--- src/rtl/linked_index_queue_top_assert.svh ---
// Assertion macros for the linked index queue top level.
// Needs clk and rst_n in the scope of the including module.
`ifndef LINKED_INDEX_QUEUE_TOP_ASSERT_SVH
`define LINKED_INDEX_QUEUE_TOP_ASSERT_SVH

// cond implies prop in the same cycle
`define LIQ_ASSERT_NOW(label, cond, prop) \
    label: assert property (@(posedge clk) disable iff (!rst_n) (cond) |-> (prop)) \
        else $error("linked index queue: assertion failed");

// cond implies prop in the next cycle
`define LIQ_ASSERT_NEXT(label, cond, prop) \
    label: assert property (@(posedge clk) disable iff (!rst_n) (cond) |=> (prop)) \
        else $error("linked index queue: assertion failed");

`endif

--- src/rtl/liq_pkg.sv ---
// Shared types, constants and helpers for the linked index queue.
// No dependencies; used by controller, datapath and top level.
package liq_pkg;

    localparam int POOL_SIZE = 1024;
    localparam int IDX_W     = 10;
    localparam int ADDR_W    = $clog2(POOL_SIZE);
    localparam int LINK_W    = IDX_W + 1;
    localparam int STEP_W    = $clog2(POOL_SIZE + 1);

    typedef logic [IDX_W-1:0] idx_t;

    typedef struct packed {
        logic none;
        idx_t idx;
    } link_t;

    localparam link_t LINK_NONE = '{none: 1'b1, idx: '1};

    localparam logic [2:0] OP_APPEND = 3'd0;
    localparam logic [2:0] OP_PUSH   = 3'd1;
    localparam logic [2:0] OP_INSERT = 3'd2;
    localparam logic [2:0] OP_POP    = 3'd3;
    localparam logic [2:0] OP_ERASE  = 3'd4;

    typedef enum logic [2:0] {
        WR_IDLE,
        WR_CLEAR,
        WR_OBJ_NONE,
        WR_OBJ_HEAD,
        WR_OBJ_RD,
        WR_AFT_OBJ,
        WR_TAIL_OBJ,
        WR_PREV_RD
    } wr_sel_t;

    typedef enum logic [2:0] {
        RD_IDLE,
        RD_AFT,
        RD_OBJ,
        RD_HEAD,
        RD_NEXT
    } rd_sel_t;

    typedef enum logic [1:0] {
        HD_KEEP,
        HD_OBJ,
        HD_RD,
        HD_NONE
    } head_sel_t;

    typedef enum logic [1:0] {
        TL_KEEP,
        TL_OBJ,
        TL_PREV,
        TL_NONE
    } tail_sel_t;

    typedef struct packed {
        logic      load;
        logic      clr_step;
        wr_sel_t   wr_sel;
        rd_sel_t   rd_sel;
        head_sel_t head_sel;
        tail_sel_t tail_sel;
        logic      walk_start;
        logic      walk_step;
        logic      ok_set;
        logic      out_load;
    } cmd_t;

    typedef struct packed {
        logic       clr_last;
        logic [2:0] op;
        logic       obj_ok;
        logic       aft_ok;
        logic       head_none;
        logic       tail_none;
        logic       obj_is_head;
        logic       obj_is_tail;
        logic       aft_is_tail;
        logic       rd_none;
        logic       rd_is_obj;
        logic       steps_max;
        logic       out_free;
    } sts_t;

    function automatic logic in_pool(idx_t i);
        return 32'(i) < POOL_SIZE;
    endfunction

    function automatic logic [ADDR_W-1:0] to_addr(idx_t i);
        return ADDR_W'(i);
    endfunction

endpackage

--- src/rtl/liq_ctrl.sv ---
// Sequencer for the linked index queue: clear pass, op dispatch, link walk.
// Uses liq_pkg; drives the datapath through cmd_t, reads sts_t.
module liq_ctrl (
    input  logic          clk,
    input  logic          rst_n,
    input  logic          in_valid,
    output logic          in_stall,
    input  liq_pkg::sts_t sts,
    output liq_pkg::cmd_t cmd
);

    localparam logic [3:0] S_CLEAR    = 4'd0;
    localparam logic [3:0] S_IDLE     = 4'd1;
    localparam logic [3:0] S_DISPATCH = 4'd2;
    localparam logic [3:0] S_APP_W2   = 4'd3;
    localparam logic [3:0] S_INS_W1   = 4'd4;
    localparam logic [3:0] S_INS_W2   = 4'd5;
    localparam logic [3:0] S_HEAD_W   = 4'd6;
    localparam logic [3:0] S_WALK     = 4'd7;
    localparam logic [3:0] S_ERA_W1   = 4'd8;
    localparam logic [3:0] S_ERA_W2   = 4'd9;
    localparam logic [3:0] S_FINISH   = 4'd10;

    logic [3:0] state_reg;
    logic [3:0] state_next;

    assign in_stall = (state_reg != S_IDLE);

    always_ff @(posedge clk or negedge rst_n)
    begin
        if (!rst_n)
        begin
            state_reg <= S_CLEAR;
        end
        else
        begin
            state_reg <= state_next;
        end
    end

    always_comb
    begin
        state_next     = state_reg;
        cmd.load       = 1'b0;
        cmd.clr_step   = 1'b0;
        cmd.wr_sel     = liq_pkg::WR_IDLE;
        cmd.rd_sel     = liq_pkg::RD_IDLE;
        cmd.head_sel   = liq_pkg::HD_KEEP;
        cmd.tail_sel   = liq_pkg::TL_KEEP;
        cmd.walk_start = 1'b0;
        cmd.walk_step  = 1'b0;
        cmd.ok_set     = 1'b0;
        cmd.out_load   = 1'b0;

        unique case (state_reg)
            S_CLEAR:
            begin
                cmd.wr_sel   = liq_pkg::WR_CLEAR;
                cmd.clr_step = 1'b1;
                if (sts.clr_last)
                begin
                    state_next = S_IDLE;
                end
            end
            S_IDLE:
            begin
                if (in_valid)
                begin
                    cmd.load   = 1'b1;
                    state_next = S_DISPATCH;
                end
            end
            S_DISPATCH:
            begin
                state_next = S_FINISH;
                unique case (sts.op)
                    liq_pkg::OP_APPEND:
                    begin
                        if (sts.obj_ok)
                        begin
                            cmd.wr_sel = liq_pkg::WR_OBJ_NONE;
                            state_next = S_APP_W2;
                        end
                    end
                    liq_pkg::OP_PUSH:
                    begin
                        if (sts.obj_ok)
                        begin
                            cmd.wr_sel   = liq_pkg::WR_OBJ_HEAD;
                            cmd.head_sel = liq_pkg::HD_OBJ;
                            if (sts.head_none)
                            begin
                                cmd.tail_sel = liq_pkg::TL_OBJ;
                            end
                            cmd.ok_set = 1'b1;
                        end
                    end
                    liq_pkg::OP_INSERT:
                    begin
                        if (sts.obj_ok && sts.aft_ok)
                        begin
                            cmd.rd_sel = liq_pkg::RD_AFT;
                            state_next = S_INS_W1;
                        end
                    end
                    liq_pkg::OP_POP:
                    begin
                        // object register already holds the head
                        if (!sts.head_none)
                        begin
                            cmd.rd_sel = liq_pkg::RD_OBJ;
                            state_next = S_HEAD_W;
                        end
                    end
                    liq_pkg::OP_ERASE:
                    begin
                        priority if (!sts.obj_ok)
                        begin
                            state_next = S_FINISH;
                        end
                        else if (sts.obj_is_head)
                        begin
                            cmd.rd_sel = liq_pkg::RD_OBJ;
                            state_next = S_HEAD_W;
                        end
                        else if (sts.head_none)
                        begin
                            state_next = S_FINISH;
                        end
                        else
                        begin
                            cmd.rd_sel     = liq_pkg::RD_HEAD;
                            cmd.walk_start = 1'b1;
                            state_next     = S_WALK;
                        end
                    end
                    default:
                    begin
                        state_next = S_FINISH;
                    end
                endcase
            end
            S_APP_W2:
            begin
                if (sts.tail_none)
                begin
                    cmd.head_sel = liq_pkg::HD_OBJ;
                end
                else
                begin
                    cmd.wr_sel = liq_pkg::WR_TAIL_OBJ;
                end
                cmd.tail_sel = liq_pkg::TL_OBJ;
                cmd.ok_set   = 1'b1;
                state_next   = S_FINISH;
            end
            S_INS_W1:
            begin
                cmd.wr_sel = liq_pkg::WR_OBJ_RD;
                state_next = S_INS_W2;
            end
            S_INS_W2:
            begin
                cmd.wr_sel = liq_pkg::WR_AFT_OBJ;
                if (sts.aft_is_tail)
                begin
                    cmd.tail_sel = liq_pkg::TL_OBJ;
                end
                cmd.ok_set = 1'b1;
                state_next = S_FINISH;
            end
            S_HEAD_W:
            begin
                cmd.wr_sel   = liq_pkg::WR_OBJ_NONE;
                cmd.head_sel = liq_pkg::HD_RD;
                if (sts.rd_none)
                begin
                    cmd.tail_sel = liq_pkg::TL_NONE;
                end
                cmd.ok_set = 1'b1;
                state_next = S_FINISH;
            end
            S_WALK:
            begin
                // read data is the link of the current predecessor candidate
                priority if (sts.rd_is_obj)
                begin
                    cmd.rd_sel = liq_pkg::RD_OBJ;
                    state_next = S_ERA_W1;
                end
                else if (sts.steps_max || sts.rd_none)
                begin
                    state_next = S_FINISH;
                end
                else
                begin
                    cmd.rd_sel    = liq_pkg::RD_NEXT;
                    cmd.walk_step = 1'b1;
                end
            end
            S_ERA_W1:
            begin
                cmd.wr_sel = liq_pkg::WR_PREV_RD;
                state_next = S_ERA_W2;
            end
            S_ERA_W2:
            begin
                cmd.wr_sel = liq_pkg::WR_OBJ_NONE;
                if (sts.obj_is_tail)
                begin
                    cmd.tail_sel = liq_pkg::TL_PREV;
                end
                cmd.ok_set = 1'b1;
                state_next = S_FINISH;
            end
            S_FINISH:
            begin
                if (sts.out_free)
                begin
                    cmd.out_load = 1'b1;
                    state_next   = S_IDLE;
                end
            end
            default:
            begin
                state_next = S_IDLE;
            end
        endcase
    end

endmodule

--- config.mk ---
export PLATFORM = sky130hd
export DESIGN_NAME = liq_ctrl
export DESIGN_NICKNAME = d
export VERILOG_FILES = /design/src/rtl/linked_index_queue_top_assert.svh /design/src/rtl/liq_pkg.sv /design/src/rtl/liq_ctrl.sv
export SDC_FILE = /design/constraint.sdc
export NUM_CORES = 1
export LEC_CHECK = 0
export ABC_AREA = 0
export BUFFER_PORTS_ARGS = -buffer_cell sky130_fd_sc_hd__buf_2
export CAP_MARGIN = 15
export CORE_ASPECT_RATIO = 0.75
export CORE_MARGIN = 1
export CORE_UTILIZATION = 35
export DETAILED_ROUTE_END_ITERATION = 12
export SLEW_MARGIN = 20
export SYNTH_ARGS = -nofsm -noshare
export SYNTH_HDL_FRONTEND = slang
export SYNTH_SLANG_ARGS = --single-unit
--- constraint.sdc ---
create_clock -name clk -period 2.3 [get_ports clk]
set_input_delay 0.115 -clock clk [delete_from_list [all_inputs] [get_ports clk]]
set_output_delay 0.115 -clock clk [all_outputs]
set_load 0.005 [all_outputs]
==> results.sh, run 1 <==
export IMPL_fin_worst_skew_ps=2.51
export IMPL_postSynthNetCount=121
export IMPL_synth_area_um2=709
export IMPL_tightest_slew_ps=457
export IMPL_clk_insertion_delay_late_ps=240
export IMPL_cts_htree_levels=1
export IMPL_hp_class="input pin to async pin"
export IMPL_synth_avg_cell_area_um2=6.89
export IMPL_rows=13
export IMPL_post_cts_buffers=0
export IMPL_power_frac_clock=0.097
export IMPL_fin_area_um2=935
export IMPL_critPathMaxStageDelay_ps=610
export IMPL_vias=932
export IMPL_power_density_mw_per_mm2=972
export IMPL_reg2reg_depth=4
export IMPL_synth_cells=103
export IMPL_ys_seq_area_frac=0.141
export IMPL_start_kind="flop"
export IMPL_wirelength_um=2110
export IMPL_syn2layout_area_growth_pct=31.7
export IMPL_grt_usage=0.198
export IMPL_max_freq_mhz=497
export IMPL_hold_viol=0
export IMPL_tns_ps=0
export IMPL_first_global_vias=721
export IMPL_dpl_hpwl_um=1660
export IMPL_drt_vias_per_instance=5.83
export IMPL_fp_dieW_um=54.0
export IMPL_yosys_warnings=0
export IMPL_path_delay_family="simple AND/OR/NAND/NOR gates"
export IMPL_power_frac_seq=0.180
export IMPL_setup_violations=0
export IMPL_cts_sinks=4
export IMPL_num_io_pins=35
export IMPL_path_class="flop to output port"
export IMPL_worstPathArrival_ps=1900
export IMPL_synthTopCellsByArea="dfrtp_1 14%, o21ai_0 7.8%, a21oi_1 4.9%, nor3_1 4.9%, nor2_1 4.8%"
export IMPL_synth_edf_count=0
export IMPL_ctsRootBufferMaster="clkbuf_4"
export IMPL_dieArea_mm2=0.00221
export IMPL_drc=0
export IMPL_synth_seq_cells=4
export IMPL_gp_congestion=0.838
export IMPL_swShare=0.467
export IMPL_cellLeakagePower_nw=0.452
export IMPL_antenna_found_initial=0
export IMPL_synth_cell_type_count=42
export IMPL_path_clk_slew_ps=40
export IMPL_min_period_ps=2010
export IMPL_place_area_um2=902
export IMPL_relSlewSlack=0.693
export IMPL_drt_pass1_iter_count=4
export IMPL_portBuffers=34
export IMPL_p_switching_mw=0.424
export IMPL_antenna_cells=0
export IMPL_yosysMostFrequentCell="o21ai_0"
export IMPL_floorplan_initialDensity=0.389
export IMPL_grt_overflow=0
export IMPL_cp_end_kind="output port"
export IMPL_cp_cell_sequence="nand2_1, or2_2, a21boi_0, o21ai_0, buf_2"
export IMPL_reg2reg_setup_slack_ps=360
export IMPL_grt_start_max_net_pins=23
export IMPL_cts_tree="done"
export IMPL_grt_pass1_wl_um=3130
export IMPL_nets=158
export IMPL_critical_path_slowest_cell="dfrtp_1"
export IMPL_cp_max_fo=18
export IMPL_cts_made_buffers=3
export IMPL_finalCritPeriodShare=0.875
export IMPL_drv_cap=0
export IMPL_reg2reg_from="state_reg[1]$_DFFE_PN0P_"
export IMPL_synthTopCellsByCount="11 x o21ai_0, 9 x nor2_1, 7 x a21oi_1, 7 x nor3_1"
export IMPL_drt_iter0_markers=29
export IMPL_drive_gt1_frac=0.333
export IMPL_synth_top_area_share=0.141
export IMPL_pwr_share_comb=0.723
export IMPL_crit_required_ps=2180
export IMPL_rsz0062_at_grt="no"
export IMPL_avgRoutedWirePerCell_um=13.2
export IMPL_largest_reg_flops=4
export IMPL_cts_buffer_depth=2
export IMPL_synthArstFlopShare=1.00
export IMPL_r2r_end="state_reg[1]$_DFFE_PN0P_"
export IMPL_yosys_area_top_type="dfrtp_1"
export IMPL_ir_worst_vdd_mv=0.405
export IMPL_core_area_mm2=0.00182
export IMPL_critPathBufInv=1
export IMPL_drtAntennaViolNets=0
export IMPL_die_h_um=41.0
export IMPL_crit_start="state_reg[1]$_DFFE_PN0P_"
export IMPL_internal_power_mw=0.485
export IMPL_yosys_most_used_dff="dfrtp_1"
export IMPL_utilization=0.513
export IMPL_maxSlewViolCount=0
export IMPL_status="finished, final reports clean"
cell families after synthesis:
group / synth area share
and+or+nand+nor: 0.460
AOI/OAI and AO/OA: 0.328
buffers and inverters: 0.0705
DFF: 0.141
cells in the final DEF, fill, tap and decap left out, types with 3 or more instances in the layout:
cell	n
buf_2	34
clkbuf_4	3
nand4_1	3
buf_4	4
nor2b_1	5
nand2_1	4
nand3_1	3
nor3_1	7
inv_1	4
dfrtp_1	4
nand2b_1	4
o21ai_0	11
nor2_1	9
a21oi_1	7
how the worst max path moves through the flow:
| stage | depth (start not counted) | endpoint | slack (ps) |
|---|---|---|---|
| floorplan | 5 | state_reg[1]$_DFFE_PN0P_ | 460 |
| global placement | 4 | state_reg[1]$_DFFE_PN0P_ | 380 |
| detailed placement | 4 | state_reg[1]$_DFFE_PN0P_ | 370 |
| CTS | 5 | cmd[4] | 280 |
| global route | 5 | cmd[4] | 100 |
| finish | 5 | cmd[4] | 290 |
per-layer routing:
metal,share of wire,routed length [um],track usage
met1,0.49,1030,0.288
met2,0.43,913,0.318
met3,0.076,161,0.0444
met4,0,0,0
met5,0,0,0
power by group through the flow:
stage	Sequential (mW)	Clock [mW]	Combinational, mW
floorplan	0.120	0	0.505
global placement	0.164	0	0.652
detailed placement	0.163	0	0.654
CTS	0.162	0.0928	0.659
global route	0.173	0.0966	0.726
finish	0.164	0.0882	0.657
timing repair:
item | in CTS | in global routing
resized for setup | 0 | 0
endpoints found under the hold margin | 4 | 0
hold buffers | 1 | 0
cell type report:
class	instances	area, um^2
Clock buffer	3	22.5
Multi-Input combinational cell	88	559
Inverter	4	15.0
Sequential cell	4	100
Timing Repair Buffer	39	210
Tap cell	22	27.5
Fill cell	201	887
through the flow:
step                setup slack (ps)  total power [mW]  hold slack (ps)  std cells
floorplan                        464             0.625             -181        103
global placement                 384             0.817            -78.9        156
detailed placement               366             0.817            -78.0        156
CTS                              282             0.914              202        160
global route                     105             0.995              235        160
finish                           287             0.909              210        160
Note: power is estimated with default switching activity, not from simulation.
==> run 2, diff against run 1 <==
--- a/config.mk
+++ b/config.mk
@@ -12,6 +12,7 @@
 export CORE_MARGIN = 1
 export CORE_UTILIZATION = 35
 export DETAILED_ROUTE_END_ITERATION = 12
+export REMOVE_ABC_BUFFERS = 1
 export SLEW_MARGIN = 20
 export SYNTH_ARGS = -nofsm -noshare
 export SYNTH_HDL_FRONTEND = slang
==> run 2 against run 1 <==
Sequential share of layout area grew 0.087 points; routed wire length grew 1.5%; critical endpoint unchanged; core utilization shrank 0.41 points.
==> results.sh, run 2 (same netlist as run 1, synthesis figures left out) <==
export IMPL_cts_buffer_depth=2
export IMPL_first_global_vias=758
export IMPL_dpl_hpwl_um=1650
export IMPL_antenna_found_initial=0
export IMPL_start_kind="flop"
export IMPL_setup_violations=0
export IMPL_antenna_cells=0
export IMPL_mostFrequentLayoutCell="buf_2"
export IMPL_avgRoutedWirePerCell_um=13.4
export IMPL_crit_required_ps=2180
export IMPL_maxSlewViolCount=0
export IMPL_path_class="flop to output port"
export IMPL_hold_buffers=1
export IMPL_hold_viol=0
export IMPL_vias=921
export IMPL_cts_sinks=4
export IMPL_power_frac_seq=0.214
export IMPL_stdcell_count=159
export IMPL_cts_resized=0
export IMPL_layout_common_cells="34 x buf_2, 11 x o21ai_0, 9 x nor2_1, 7 x a21oi_1, 7 x nor3_1"
export IMPL_rsz0062_at_grt="no"
export IMPL_worstPathArrival_ps=1920
export IMPL_path_clk_slew_ps=40
export IMPL_clk_insertion_delay_late_ps=230
export IMPL_wirelength_um=2140
export IMPL_core_area_mm2=0.00182
export IMPL_status="finished, final reports clean"
export IMPL_drt_vias_per_instance=5.79
export IMPL_drc=0
export IMPL_hp_class="input pin to async pin"
export IMPL_num_io_pins=35
export IMPL_drv_cap=0
export IMPL_cts_tree="done"
export IMPL_finalCritPeriodShare=0.885
export IMPL_grt_overflow=0
export IMPL_post_cts_buffers=0
export IMPL_cp_end_kind="output port"
export IMPL_ctsRootBufferMaster="clkbuf_4"
export IMPL_dieArea_mm2=0.00221
export IMPL_utilization=0.509
export IMPL_internal_power_mw=0.473
export IMPL_place_inst=155
export IMPL_swShare=0.475
export IMPL_holdWs_ps=217
export IMPL_cp_max_fo=20
export IMPL_fin_worst_skew_ps=1.01
export IMPL_largest_reg_flops=4
export IMPL_grt_start_max_net_pins=23
export IMPL_die_h_um=41.0
export IMPL_nets=157
export IMPL_relSlewSlack=0.651
export IMPL_power_density_mw_per_mm2=972
export IMPL_syn2layout_area_growth_pct=30.7
export IMPL_rows=13
export IMPL_drive_gt1_frac=0.328
export IMPL_fp_dieW_um=54.0
export IMPL_ir_worst_vdd_mv=0.399
export IMPL_grt_usage=0.217
export IMPL_gp_congestion=0.786
export IMPL_max_freq_mhz=491
export IMPL_p_switching_mw=0.428
export IMPL_tns_ps=0
export IMPL_tightest_slew_ps=523
export IMPL_cts_htree_levels=1
export IMPL_drt_pass1_iter_count=4
export IMPL_pwr_share_comb=0.694
export IMPL_power_frac_clock=0.092
export IMPL_floorplan_initialDensity=0.389
export IMPL_fill_cells=213
export IMPL_min_period_ps=2040
export IMPL_drtAntennaViolNets=0
export IMPL_drt_iter0_markers=24
export IMPL_portBuffers=34
export IMPL_grt_pass1_wl_um=3400
export IMPL_cellLeakagePower_nw=0.448
export IMPL_cts_made_buffers=3
==> run 2: cell count changes in the layout (fill, tap and decap cells not counted) <==
cell and delta:
buf_4 -1
==> run 2: through the flow <==
step | power [mW] | setup slack [ps] | area (um^2)
after floorplan | 0.585 | 378 | 674
after global placement | 0.803 | 360 | 895
after detailed placement | 0.809 | 325 | 895
after CTS | 0.900 | 276 | 927
after global routing | 0.999 | 76.8 | 927
final | 0.901 | 265 | 927
==> run 2: area by class of cell <==
type,instances,area (um^2),area share
clock buffers,3,22.5,0.0243
multi-input cells,88,559,0.603
flip-flops and latches,4,100,0.108
inverters,4,15.0,0.0162
well taps,22,27.5,0.0297
repair buffers,38,203,0.219
==> run 2: final timing paths <==
kind,slack [ps],end,start,depth (start not counted)
max,260,cmd[4],state_reg[0]$_DFFE_PN0P_,5
min,220,state_reg[2]$_DFFE_PN0P_,rst_n,2
max reg2reg,290,state_reg[1]$_DFFE_PN0P_,state_reg[0]$_DFFE_PN0P_,4
min reg2reg,800,state_reg[3]$_DFFE_PN0P_,state_reg[3]$_DFFE_PN0P_,2
max in group asynchronous,1970,state_reg[3]$_DFFE_PN0P_,rst_n,2
min in group clk,260,state_reg[3]$_DFFE_PN0P_,sts[0],3
==> run 2: layer usage <==
metal / global-route usage / vias to the layer above / routed length (um)
met2: 0.349 / 43 / 935
met1: 0.317 / 409 / 1040
met5: 0 / - / 0
li1: - / 469 / -
met3: 0.0222 / 0 / 166
met4: 0.0385 / 0 / 0
==> run 2: power by group through the flow <==
stage	clock network, mW	logic, mW	registers, mW
floorplan	0	0.401	0.184
global placement	0	0.618	0.185
detailed placement	0	0.619	0.190
CTS	0.0879	0.623	0.189
global route	0.0983	0.696	0.204
finish	0.0831	0.625	0.192
==> run 2: critical path, cell delays in order (launching register included) <==
cell and delay, ps:
dfrtp_1 660, nand2_1 270, or2_2 370, a21boi_0 130, o21ai_0 140, buf_2 130
==> run 3, diff against run 2 <==
--- a/config.mk
+++ b/config.mk
@@ -13,6 +13,7 @@
 export CORE_UTILIZATION = 35
 export DETAILED_ROUTE_END_ITERATION = 12
 export REMOVE_ABC_BUFFERS = 1
+export SKIP_LAST_GASP = 1
 export SLEW_MARGIN = 20
 export SYNTH_ARGS = -nofsm -noshare
 export SYNTH_HDL_FRONTEND = slang
==> constraint.sdc (replaced) <==
create_clock -name clk -period 2.3 [get_ports clk]
set_input_delay 0.115 -clock clk [delete_from_list [all_inputs] [get_ports clk]]
set_output_delay 0.115 -clock clk [all_outputs]
set_load 0.01 [all_outputs]
==> run 3 against run 2 <==
Non-clock buffer count increased by 1; via count increased by 0.87%; routed wire length decreased by 1.2%; critical endpoint unchanged; highest routed layer is now met4; final cell count increased by 0.63%.
==> results.sh, run 3 (same netlist as run 1, synthesis figures left out) <==
export IMPL_status="finished, final reports clean"
export IMPL_drt_iter0_markers=32
export IMPL_wirelength_um=2110
export IMPL_clk_insertion_delay_late_ps=240
export IMPL_tightest_slew_ps=486
export IMPL_drc=0
export IMPL_dieArea_mm2=0.00221
export IMPL_vias=929
export IMPL_setup_violations=0
export IMPL_crit_start="state_reg[1]$_DFFE_PN0P_"
export IMPL_maxSlewViolCount=0
export IMPL_multiInputGateArea_um2=559
export IMPL_worstPathArrival_ps=1900
export IMPL_rsz0062_at_grt="no"
export IMPL_cts_tree="done"
export IMPL_fill_cells=196
export IMPL_swShare=0.488
export IMPL_crit_required_ps=2180
export IMPL_first_global_vias=737
export IMPL_reg2reg_from="state_reg[1]$_DFFE_PN0P_"
export IMPL_fin_area_um2=935
export IMPL_power_frac_clock=0.092
export IMPL_gp_congestion=0.834
export IMPL_drtAntennaViolNets=0
export IMPL_syn2layout_area_growth_pct=31.7
export IMPL_cts_htree_levels=1
export IMPL_avgRoutedWirePerCell_um=13.2
export IMPL_antenna_cells=0
export IMPL_post_cts_buffers=0
export IMPL_drv_cap=0
export IMPL_ir_worst_vdd_mv=0.435
export IMPL_cellLeakagePower_nw=0.452
export IMPL_rows=13
export IMPL_cp_end_kind="output port"
export IMPL_p_switching_mw=0.464
export IMPL_core_area_mm2=0.00182
export IMPL_mostFrequentLayoutCell="buf_2"
export IMPL_cts_made_buffers=3
export IMPL_min_period_ps=2010
export IMPL_tns_ps=0
export IMPL_power_density_mw_per_mm2=1020
export IMPL_path_class="flop to output port"
export IMPL_finalCritPeriodShare=0.876
export IMPL_pwr_share_comb=0.726
export IMPL_hp_class="input pin to async pin"
export IMPL_grt_usage=0.213
export IMPL_cts_buffer_depth=2
export IMPL_cts_sinks=4
export IMPL_path_clk_slew_ps=40
export IMPL_relSlewSlack=0.676
export IMPL_cp_max_fo=18
export IMPL_p_total_mw=0.950
export IMPL_drive_gt1_frac=0.333
export IMPL_dpl_hpwl_um=1670
export IMPL_grt_overflow=0
export IMPL_antenna_found_initial=0
export IMPL_grt_start_max_net_pins=19
export IMPL_portBuffers=34
export IMPL_max_freq_mhz=497
export IMPL_nets=158
export IMPL_start_kind="flop"
export IMPL_hold_viol=0
export IMPL_fin_worst_skew_ps=5.40
export IMPL_largest_reg_flops=4
export IMPL_floorplan_initialDensity=0.389
export IMPL_grt_pass1_wl_um=3360
export IMPL_drt_vias_per_instance=5.81
export IMPL_layout_common_cells="34 x buf_2, 11 x o21ai_0, 9 x nor2_1, 7 x a21oi_1, 7 x nor3_1"
export IMPL_fp_dieW_um=54.0
export IMPL_ctsRootBufferMaster="clkbuf_4"
export IMPL_drt_pass1_iter_count=5
export IMPL_regArea_um2=100
export IMPL_die_h_um=41.0
export IMPL_power_frac_seq=0.182
export IMPL_internal_power_mw=0.486
export IMPL_place_area_um2=902
export IMPL_num_io_pins=35
[run 3: cell count changes in the layout (fill, tap and decap cells not counted)]
| cell | before | now |
|---|---|---|
| buf_4 | 3 | 4 |
[run 3: worst max-delay path, cell delays in order, from the launching register on]
cell	delay [ps]
dfrtp_1	640
nand2_1	260
or2_2	350
a21boi_0	120
o21ai_0	140
buf_2	150
[run 3: metrics by stage]
stage	std cells	worst slack, ps	utilization	hold slack (ps)
floorplan	96	378	-	-181
global placement	156	401	0.495	-76.3
detailed placement	156	356	0.495	-76.3
CTS	160	287	0.513	202
global route	160	121	0.513	220
finish	160	286	0.513	202
[run 3: final cells by class]
type	count	area share
flip-flops and latches	4	0.107
repair buffers	39	0.225
well taps	22	0.0295
inverters	4	0.0161
clock buffers	3	0.0241
multi-input cells	88	0.598
[run 3: power groups by stage]
stage          combinational, mW  sequential [mW]  clock [mW]
2_1_floorplan              0.432            0.184           0
3_3_place_gp               0.682            0.167           0
3_5_place_dp               0.685            0.169           0
4_1_cts                    0.690            0.168      0.0919
5_1_grt                    0.768            0.181      0.0999
6_report                   0.690            0.173      0.0877
[run 3: layer usage]
layer | track usage | part of all wire | vias to the layer above | wire [um]
li1 | - | - | 466 | -
met1 | 0.323 | 0.51 | 427 | 1070
met2 | 0.324 | 0.43 | 34 | 913
met3 | 0.0222 | 0.058 | 2 | 123
met4 | 0.0385 | 0.0038 | 0 | 8
met5 | 0 | 0 | - | 0
[run 3: path summary, 6_finish.rpt]
path	end	cells past startpoint	slack, ps
worst min register to register	state_reg[0]$_DFFE_PN0P_	1	690
worst min-delay path	state_reg[1]$_DFFE_PN0P_	2	200
max in group asynchronous	state_reg[2]$_DFFE_PN0P_	2	1970
min in group clk	state_reg[3]$_DFFE_PN0P_	3	240
worst max-delay path	cmd[4]	5	290
worst max register to register	state_reg[1]$_DFFE_PN0P_	4	330
[run 3: repair_timing]
item	in CTS	in global routing
hold buffers	1	0
setup endpoints to repair	0	0
hold endpoints to repair	4	0
resized for setup	0	0
